## config.mk

```make
export PLATFORM = sky130hd
export DESIGN_NAME = set_assoc_cache_tree_plru
export DESIGN_NICKNAME = d
export VERILOG_FILES = /design/src/design/sacp_pkg.sv /design/src/design/sacp_set_index.sv /design/src/design/sacp_way_logic.sv /design/src/design/set_assoc_cache_tree_plru.sv
export SDC_FILE = /design/constraint.sdc
export NUM_CORES = 2
export LEC_CHECK = 0
export BUFFER_PORTS_ARGS = -buffer_cell sky130_fd_sc_hd__buf_2
export CAP_MARGIN = 5
export CORE_MARGIN = 5
export CORE_UTILIZATION = 35
export DETAILED_ROUTE_END_ITERATION = 8
export HOLD_SLACK_MARGIN = 0.08
export PLACE_DENSITY_LB_ADDON = 0.1
export SETUP_SLACK_MARGIN = 0.05
export SYNTH_ARGS = -nofsm -noshare
export SYNTH_HDL_FRONTEND = slang
export SYNTH_HIERARCHICAL = 1
export SYNTH_SLANG_ARGS = --single-unit
```

## constraint.sdc

```tcl
create_clock -name aclk -period 23.5 [get_ports aclk]
set_clock_uncertainty 0.2 [all_clocks]
set_input_delay 4.7 -clock aclk [delete_from_list [all_inputs] [get_ports aclk]]
set_output_delay 4.7 -clock aclk [all_outputs]
set_load 0.03 [all_outputs]
```

## src/design/sacp_pkg.sv

```systemverilog
// shared types and constants of the tree plru cache directory
// no dependencies
package sacp_pkg;

    localparam int DEF_SETS  = 8;
    localparam int DEF_WAYS  = 8;
    localparam int ADDR_W    = 32;
    localparam int WAY_OUT_W = 3;

    // request kinds
    localparam logic KIND_ACCESS = 1'b0;
    localparam logic KIND_INVAL  = 1'b1;

    typedef enum logic [3:0] {
        ST_CLEAR  = 4'b0001,
        ST_IDLE   = 4'b0010,
        ST_INDEX  = 4'b0100,
        ST_UPDATE = 4'b1000
    } sacp_state_t;

    // outcome of one set lookup
    typedef struct packed {
        logic hit;
        logic fill;
    } sacp_ctl_t;

endpackage

```

## src/design/sacp_set_index.sv

```systemverilog
// set index unit: address modulo the set count
// depends on sacp_pkg; mask for a power-of-two set count, else reciprocal pipeline
module sacp_set_index #(
    parameter int SETS = sacp_pkg::DEF_SETS
) (
    input  logic                          aclk,
    input  logic                          aresetn,
    input  logic                          start,
    input  logic [sacp_pkg::ADDR_W-1:0]   address,
    output logic                          done,
    output logic [((SETS > 1) ? $clog2(SETS) : 1)-1:0] set_idx
);

    localparam int SET_W = (SETS > 1) ? $clog2(SETS) : 1;

    generate
        if ((SETS & (SETS - 1)) == 0) begin : g_mask
            // low bits of the address
            assign done = start;
            if (SETS > 1) begin : g_bits
                assign set_idx = address[SET_W-1:0];
            end else begin : g_zero
                assign set_idx = '0;
            end
        end else begin : g_recip
            localparam int L = $clog2(SETS);
            localparam int Q_W = 33 - L;
            localparam logic [63:0] RECIP = (64'd1 << (32 + L)) / 64'(SETS);

            logic [64:0]                  prod;
            logic [Q_W-1:0]               quot_reg;
            logic [sacp_pkg::ADDR_W-1:0]  addr_reg;
            logic [sacp_pkg::ADDR_W-1:0]  rem_full;
            logic [SET_W:0]               rem_reg;
            logic [SET_W-1:0]             set_reg;
            logic [2:0]                   stage_reg;

            // quotient estimate, low by at most one
            assign prod = 65'(address) * 65'(RECIP[32:0]);
            assign rem_full = addr_reg - sacp_pkg::ADDR_W'(quot_reg * sacp_pkg::ADDR_W'(SETS));

            always_ff @(posedge aclk) begin
                quot_reg <= prod[32+L +: Q_W];
                addr_reg <= address;
                rem_reg  <= rem_full[SET_W:0];
                if (rem_reg >= (SET_W+1)'(SETS)) begin
                    set_reg <= SET_W'(rem_reg - (SET_W+1)'(SETS));
                end else begin
                    set_reg <= rem_reg[SET_W-1:0];
                end
            end

            always_ff @(posedge aclk) begin
                if (!aresetn) begin
                    stage_reg <= '0;
                end else begin
                    stage_reg <= {stage_reg[1:0], start};
                end
            end

            assign done    = stage_reg[2];
            assign set_idx = set_reg;
        end
    endgenerate

endmodule

```

## src/design/sacp_way_logic.sv

```systemverilog
// way compare, tree plru victim walk and hit update for one set
// depends on sacp_pkg
module sacp_way_logic #(
    parameter int WAYS = sacp_pkg::DEF_WAYS
) (
    input  logic                              kind,
    input  logic [sacp_pkg::ADDR_W-1:0]       address,
    input  logic [WAYS*sacp_pkg::ADDR_W-1:0]  row_addr,
    input  logic [WAYS-1:0]                   row_valid,
    input  logic [WAYS-2:0]                   row_tree,
    output sacp_pkg::sacp_ctl_t               ctl,
    output logic [$clog2(WAYS)-1:0]           way,
    output logic [WAYS-1:0]                   new_valid,
    output logic [WAYS-2:0]                   new_tree
);

    localparam int WAY_W  = $clog2(WAYS);
    localparam int TREE_W = WAYS - 1;
    localparam int DEPTH  = $clog2(WAYS);
    localparam int NODE_W = $clog2(2 * WAYS - 1);
    localparam int TI_W   = (TREE_W > 1) ? $clog2(TREE_W) : 1;

    logic [WAYS-1:0]   match;
    logic              match_any;
    logic [WAY_W-1:0]  match_way;
    logic [WAY_W-1:0]  victim_way;
    logic [TREE_W-1:0] tree_walk;
    logic [TREE_W-1:0] tree_touch;
    logic [NODE_W-1:0] walk_node;
    logic [NODE_W-1:0] touch_node;
    logic [NODE_W-1:0] touch_parent;

    // valid matches, lowest way wins
    always_comb begin
        for (int w = 0; w < WAYS; w++) begin
            match[w] = row_valid[w] &&
                       (row_addr[w*sacp_pkg::ADDR_W +: sacp_pkg::ADDR_W] == address);
        end
        match_any = |match;
        match_way = '0;
        for (int w = WAYS - 1; w >= 0; w--) begin
            if (match[w]) begin
                match_way = WAY_W'(w);
            end
        end
    end

    // victim walk from the root, toggling each node passed
    always_comb begin
        walk_node = '0;
        tree_walk = row_tree;
        for (int lvl = 0; lvl < DEPTH; lvl++) begin
            if (walk_node < NODE_W'(TREE_W)) begin
                if (tree_walk[walk_node[TI_W-1:0]]) begin
                    tree_walk[walk_node[TI_W-1:0]] = 1'b0;
                    walk_node = (walk_node << 1) + NODE_W'(2);
                end else begin
                    tree_walk[walk_node[TI_W-1:0]] = 1'b1;
                    walk_node = (walk_node << 1) + NODE_W'(1);
                end
            end
        end
        victim_way = WAY_W'(walk_node - NODE_W'(TREE_W));
    end

    // hit update: every node on the path points away from the hit leaf
    always_comb begin
        touch_node   = NODE_W'(TREE_W) + NODE_W'(match_way);
        touch_parent = '0;
        tree_touch   = row_tree;
        for (int lvl = 0; lvl < DEPTH; lvl++) begin
            if (touch_node != '0) begin
                touch_parent = (touch_node - NODE_W'(1)) >> 1;
                tree_touch[touch_parent[TI_W-1:0]] = touch_node[0];
                touch_node = touch_parent;
            end
        end
    end

    always_comb begin
        ctl       = '0;
        way       = match_way;
        new_valid = row_valid;
        new_tree  = row_tree;
        if (kind == sacp_pkg::KIND_ACCESS) begin
            if (match_any) begin
                ctl.hit  = 1'b1;
                new_tree = tree_touch;
            end else begin
                ctl.fill              = 1'b1;
                way                   = victim_way;
                new_tree              = tree_walk;
                new_valid[victim_way] = 1'b1;
            end
        end else begin
            if (match_any) begin
                ctl.hit              = 1'b1;
                new_valid[match_way] = 1'b0;
            end else begin
                way = '0;
            end
        end
    end

endmodule

```

## src/design/set_assoc_cache_tree_plru.sv

```systemverilog
// top level of the set-associative cache directory with tree plru replacement
// depends on sacp_pkg, sacp_set_index and sacp_way_logic
//
// Directory of SETS sets by WAYS ways; each way keeps a full 32-bit address and
// a valid bit, each set keeps WAYS-1 tree bits. A request (s_kind, s_address)
// either looks up the address (hit: tree bits along the path point away from
// the way; miss: the tree walk picks and fills a victim) or invalidates a
// matching valid way. Every request gives exactly one result (m_hit, m_way),
// m_way being the low three bits of the way number. The addresses live in one
// synchronous memory of SETS rows, valid and tree bits in a second one. After
// reset a clearing pass writes zero into every valid/tree row, row by row, with
// s_ready low. Requests are handled one at a time: for a power-of-two SETS the
// set row is read, then compared, updated and written back; any other SETS
// first passes the address through the remainder pipeline. The result sits in
// an output register, so the next request is taken while it waits.
module set_assoc_cache_tree_plru #(
    parameter int SETS = sacp_pkg::DEF_SETS,
    parameter int WAYS = sacp_pkg::DEF_WAYS
) (
    input  logic                             aclk,
    input  logic                             aresetn,
    input  logic                             s_valid,
    output logic                             s_ready,
    input  logic                             s_kind,
    input  logic [sacp_pkg::ADDR_W-1:0]      s_address,
    output logic                             m_valid,
    input  logic                             m_ready,
    output logic                             m_hit,
    output logic [sacp_pkg::WAY_OUT_W-1:0]   m_way
);

    localparam int SET_W  = (SETS > 1) ? $clog2(SETS) : 1;
    localparam int WAY_W  = $clog2(WAYS);
    localparam int TREE_W = WAYS - 1;
    localparam int ROW_W  = WAYS * sacp_pkg::ADDR_W;
    localparam int META_W = TREE_W + WAYS;

    // memories: address rows and {tree, valid} rows, one row per set
    logic [ROW_W-1:0]  addr_mem [SETS];
    logic [META_W-1:0] meta_mem [SETS];

    sacp_pkg::sacp_state_t state_reg, state_next;

    logic [SET_W-1:0]              clr_cnt_reg;
    logic [SET_W-1:0]              cur_set_reg;
    logic                          req_kind_reg;
    logic [sacp_pkg::ADDR_W-1:0]   req_addr_reg;
    logic [ROW_W-1:0]              addr_row_reg;
    logic [META_W-1:0]             meta_row_reg;
    logic                          m_valid_reg;
    logic                          m_hit_reg;
    logic [sacp_pkg::WAY_OUT_W-1:0] m_way_reg;

    logic                  req_take;
    logic                  idx_done;
    logic [SET_W-1:0]      idx_set;
    logic                  update_go;
    logic                  addr_we;
    logic                  meta_we;
    logic [SET_W-1:0]      meta_wr_set;
    logic [META_W-1:0]     meta_wr_data;
    logic [ROW_W-1:0]      addr_row_next;

    sacp_pkg::sacp_ctl_t   upd_ctl;
    logic [WAY_W-1:0]      upd_way;
    logic [WAYS-1:0]       upd_valid;
    logic [TREE_W-1:0]     upd_tree;

    assign s_ready  = (state_reg == sacp_pkg::ST_IDLE);
    assign req_take = s_valid && s_ready;

    // set index: address modulo SETS
    sacp_set_index #(
        .SETS (SETS)
    ) u_set_index (
        .aclk    (aclk),
        .aresetn (aresetn),
        .start   (req_take),
        .address (s_address),
        .done    (idx_done),
        .set_idx (idx_set)
    );

    // compare and replacement on the registered set row
    sacp_way_logic #(
        .WAYS (WAYS)
    ) u_way_logic (
        .kind      (req_kind_reg),
        .address   (req_addr_reg),
        .row_addr  (addr_row_reg),
        .row_valid (meta_row_reg[WAYS-1:0]),
        .row_tree  (meta_row_reg[META_W-1:WAYS]),
        .ctl       (upd_ctl),
        .way       (upd_way),
        .new_valid (upd_valid),
        .new_tree  (upd_tree)
    );

    // write back once the output register can take the result
    assign update_go = (state_reg == sacp_pkg::ST_UPDATE) && (!m_valid_reg || m_ready);
    assign addr_we   = update_go && upd_ctl.fill;
    assign meta_we   = update_go || (state_reg == sacp_pkg::ST_CLEAR);
    assign meta_wr_set  = (state_reg == sacp_pkg::ST_CLEAR) ? clr_cnt_reg : cur_set_reg;
    assign meta_wr_data = (state_reg == sacp_pkg::ST_CLEAR) ? '0 : {upd_tree, upd_valid};

    // fill replaces the victim's address slot in the row
    always_comb begin
        addr_row_next = addr_row_reg;
        for (int w = 0; w < WAYS; w++) begin
            if (WAY_W'(w) == upd_way) begin
                addr_row_next[w*sacp_pkg::ADDR_W +: sacp_pkg::ADDR_W] = req_addr_reg;
            end
        end
    end

    // memory ports: one registered read, one write each; the single request in
    // flight finishes its write before the next read, so no overlap on a row
    always_ff @(posedge aclk) begin
        if (idx_done) begin
            addr_row_reg <= addr_mem[idx_set];
            meta_row_reg <= meta_mem[idx_set];
        end
        if (addr_we) begin
            addr_mem[cur_set_reg] <= addr_row_next;
        end
        if (meta_we) begin
            meta_mem[meta_wr_set] <= meta_wr_data;
        end
    end

    // request fields and set of the row being worked on
    always_ff @(posedge aclk) begin
        if (req_take) begin
            req_kind_reg <= s_kind;
            req_addr_reg <= s_address;
        end
        if (idx_done) begin
            cur_set_reg <= idx_set;
        end
    end

    // sequencer
    always_comb begin
        state_next = state_reg;
        unique case (state_reg)
            sacp_pkg::ST_CLEAR: begin
                if (clr_cnt_reg == SET_W'(SETS - 1)) begin
                    state_next = sacp_pkg::ST_IDLE;
                end
            end
            sacp_pkg::ST_IDLE: begin
                if (req_take) begin
                    state_next = idx_done ? sacp_pkg::ST_UPDATE : sacp_pkg::ST_INDEX;
                end
            end
            sacp_pkg::ST_INDEX: begin
                if (idx_done) begin
                    state_next = sacp_pkg::ST_UPDATE;
                end
            end
            sacp_pkg::ST_UPDATE: begin
                if (update_go) begin
                    state_next = sacp_pkg::ST_IDLE;
                end
            end
            default: begin
                state_next = sacp_pkg::ST_CLEAR;
            end
        endcase
    end

    always_ff @(posedge aclk) begin
        if (!aresetn) begin
            state_reg   <= sacp_pkg::ST_CLEAR;
            clr_cnt_reg <= '0;
        end else begin
            state_reg <= state_next;
            if (state_reg == sacp_pkg::ST_CLEAR) begin
                clr_cnt_reg <= clr_cnt_reg + SET_W'(1);
            end
        end
    end

    // output register
    always_ff @(posedge aclk) begin
        if (!aresetn) begin
            m_valid_reg <= 1'b0;
        end else if (update_go) begin
            m_valid_reg <= 1'b1;
        end else if (m_ready) begin
            m_valid_reg <= 1'b0;
        end
    end

    always_ff @(posedge aclk) begin
        if (update_go) begin
            m_hit_reg <= upd_ctl.hit;
            m_way_reg <= sacp_pkg::WAY_OUT_W'(upd_way);
        end
    end

    assign m_valid = m_valid_reg;
    assign m_hit   = m_hit_reg;
    assign m_way   = m_way_reg;

endmodule

```

==> impl_metrics.env <==
export IMPL_maxCapViolCount=0
export IMPL_synthArstFlopShare=0
export IMPL_ys_seq_area_frac=0.751
export IMPL_cts_hold_buf=0
export IMPL_dieArea_um2=295000
export IMPL_yosysWarnings=6
export IMPL_rsz0062_at_grt="no"
export IMPL_dr_first_iter_drc_count=3959
export IMPL_arrival_ns=9.13
export IMPL_ir_drop_mv=0.0522
export IMPL_cts_sinks=2487
export IMPL_grt_start_max_net_pins=113
export IMPL_grt_overflow_total=0
export IMPL_fillers=24929
export IMPL_ant_nets=0
export IMPL_vias_per_cell=5.36
export IMPL_slowest_delay_ns=0.77
export IMPL_final_hold_violation_count=0
export IMPL_gp_congestion=0.784
export IMPL_fp_row_count=195
export IMPL_setup_viol=0
export IMPL_synth_area_um2=99400
export IMPL_grt_use_total=0.185
export IMPL_start_util=0.352
export IMPL_numPortBuffers=42
export IMPL_cts_resized_gates=0
export IMPL_slew_headroom=0.167
export IMPL_cts_clk_slew_worst_paths_ns=0.05
export IMPL_timing_final_crit_share=0.379
export IMPL_largest_register_ffs=2048
export IMPL_outcome="finished clean"
export IMPL_min_period_ns=8.91
export IMPL_stdcell_area_um2=113000
export IMPL_ys_top_cells_by_count="edfxtp_1 (2,479), mux4_2 (542), mux2_2 (385), xor2_1 (204), mux2_1 (142)"
export IMPL_min_path_type="reg2reg"
export IMPL_antenna_found_initial=31
export IMPL_power_density_nw_per_um2=83.6
export IMPL_grt_pass1_wl_um=387000
export IMPL_htreeDepth=5
export IMPL_synth_edf_count=2479
export IMPL_first_global_vias=48259
export IMPL_num_io_pins=43
export IMPL_nets=4802
export IMPL_synth_ff_type="edfxtp_1"
export IMPL_core_area_um2=283000
export IMPL_ys_types=84
export IMPL_placed_area_um2=104000
export IMPL_synth_area_leaders="edfxtp_1 (75%), mux4_2 (12%), mux2_2 (4.4%)"
export IMPL_final_max_slew_viol_count=0
export IMPL_yosysMostFrequentCell="edfxtp_1"
export IMPL_syn_nets=4567
export IMPL_dieWidth_um=543
export IMPL_cp_cell_sequence="buf_2 > nor2b_1 > nor4_2 > nand2_1 > nor3_2 > buf_4 > buf_4 > buf_4 > buf_12"
export IMPL_root_buffer="clkbuf_16"
export IMPL_wl_per_cell_um=31.7
export IMPL_hpwl_um=156000
export IMPL_worstPathBufferInverterCount=5
export IMPL_fmaxAchievable_mhz=112
export IMPL_crit_path_frequent_cell="buf_4"
export IMPL_yosysTopAreaCell="edfxtp_1"
export IMPL_cpLargestDelayFamily="buffers and inverters"
export IMPL_cts_tree="yes"
export IMPL_critPathKind="in2reg"
export IMPL_drcViolationCount=0
export IMPL_syn_to_final_growth_pct=13.6
export IMPL_tns_ns=0
export IMPL_worst_pin_slew_ns=1.25
export IMPL_cp_max_fo=108
export IMPL_firstDrtPassIters=8
export IMPL_cts_max_path_buffers=4
export IMPL_syn_inst=4524
export IMPL_ys_ff_latch=2487
export IMPL_cts_buffers=285
export IMPL_startpoint_type="input port"
export IMPL_num_vias=46743
export IMPL_critPathCaptureType="flip-flop"
export IMPL_die_height_um=543
export IMPL_synth_top_cell_area_share=0.749
export IMPL_wirelength_um=276000
export IMPL_cts_setup_buffers=0
export IMPL_avgSynthCellArea_um2=22.0
export IMPL_power_leakage_nw=34.9
export IMPL_required_ns=23.73
export IMPL_drive_above_1_share=0.305
export IMPL_clk_latency_ns=0.86
export IMPL_critical_path_slowest_cell="buf_4"
[report_power, final]
group / leakage (nW) / switching, mW / internal (mW)
clock network: 4.18 / 1.73 / 2.41
logic: 8.34 / 0.202 / 0.164
registers: 22.4 / 0.0160 / 4.91
total: 34.9 / 1.95 / 7.49
[routing by layer]
metal / part of all wire / global-route usage / vias up
met4: 0.017 / 0.0339 / 0
met1: 0.44 / 0.266 / 25776
met2: 0.48 / 0.304 / 1279
met3: 0.057 / 0.0289 / 311
li1: - / - / 19377
met5: 0 / 0 / -
[path summary, 6_finish.rpt]
| path | start | end | slack (ns) | cells after the start |
|---|---|---|---|---|
| max | m_ready | addr_mem[3][38] | 14.59 | 9 |
| min | clr_cnt_reg[2] | clr_cnt_reg[2] | 0.34 | 2 |
| max reg2reg | req_addr_reg[26] | meta_mem[4][8] | 14.96 | 27 |
| min reg2reg | clr_cnt_reg[2] | clr_cnt_reg[2] | 0.34 | 2 |
[logic make-up after synthesis]
group | share of synthesized area
flops | 0.751
mux | 0.184
simple gates | 0.0218
xor+xnor | 0.0232
buf+inv | 0.0138
compound gates | 0.00623
fa+ha+maj | 0.000755
[through the flow]
stage | power [mW] | instances | hold WS (ns) | worst slack (ns) | util
after CTS | 9.57 | 8712 | 0.345 | 14.52 | 0.400
after detailed placement | 5.40 | 8215 | 0.334 | 13.64 | 0.369
after global routing | 9.79 | 8714 | 0.360 | 14.40 | 0.400
after global placement | 5.39 | 8215 | 0.336 | 13.63 | 0.369
final | 9.44 | 8721 | 0.342 | 14.59 | 0.400
after floorplan | 5.28 | 4524 | 0.309 | -0.708 | -
[cells in the final DEF (no fill, tap or decap), drive strengths merged, types with 41 or more instances in the layout]
cell    count
mux4      542
edfxtp   2479
clkinv     99
mux2      527
buf       176
xnor2      57
xor2      204
nor4       87
nand2      50
clkbuf    380
nor2       41
[layout make-up]
type | instances | area, um^2 | share of cell area
antenna | 9 | 22.5 | 0.000199
clock buffer | 380 | 7750 | 0.0687
clock inverter | 117 | 818 | 0.00725
inverter | 18 | 67.6 | 0.000598
multi-input combinational | 1791 | 23600 | 0.209
sequential | 2487 | 74600 | 0.661
tap | 3743 | 4680 | 0.0415
timing repair buffer | 176 | 1370 | 0.0121
[worst min-delay path: cells and delay by family, from the launching register on]
kind	cells	cell delay, ns
DFF	1	0.32
muxes	1	0.12
and+or+nand+nor	1	0.06
Power figures use the tool's default switching activity.
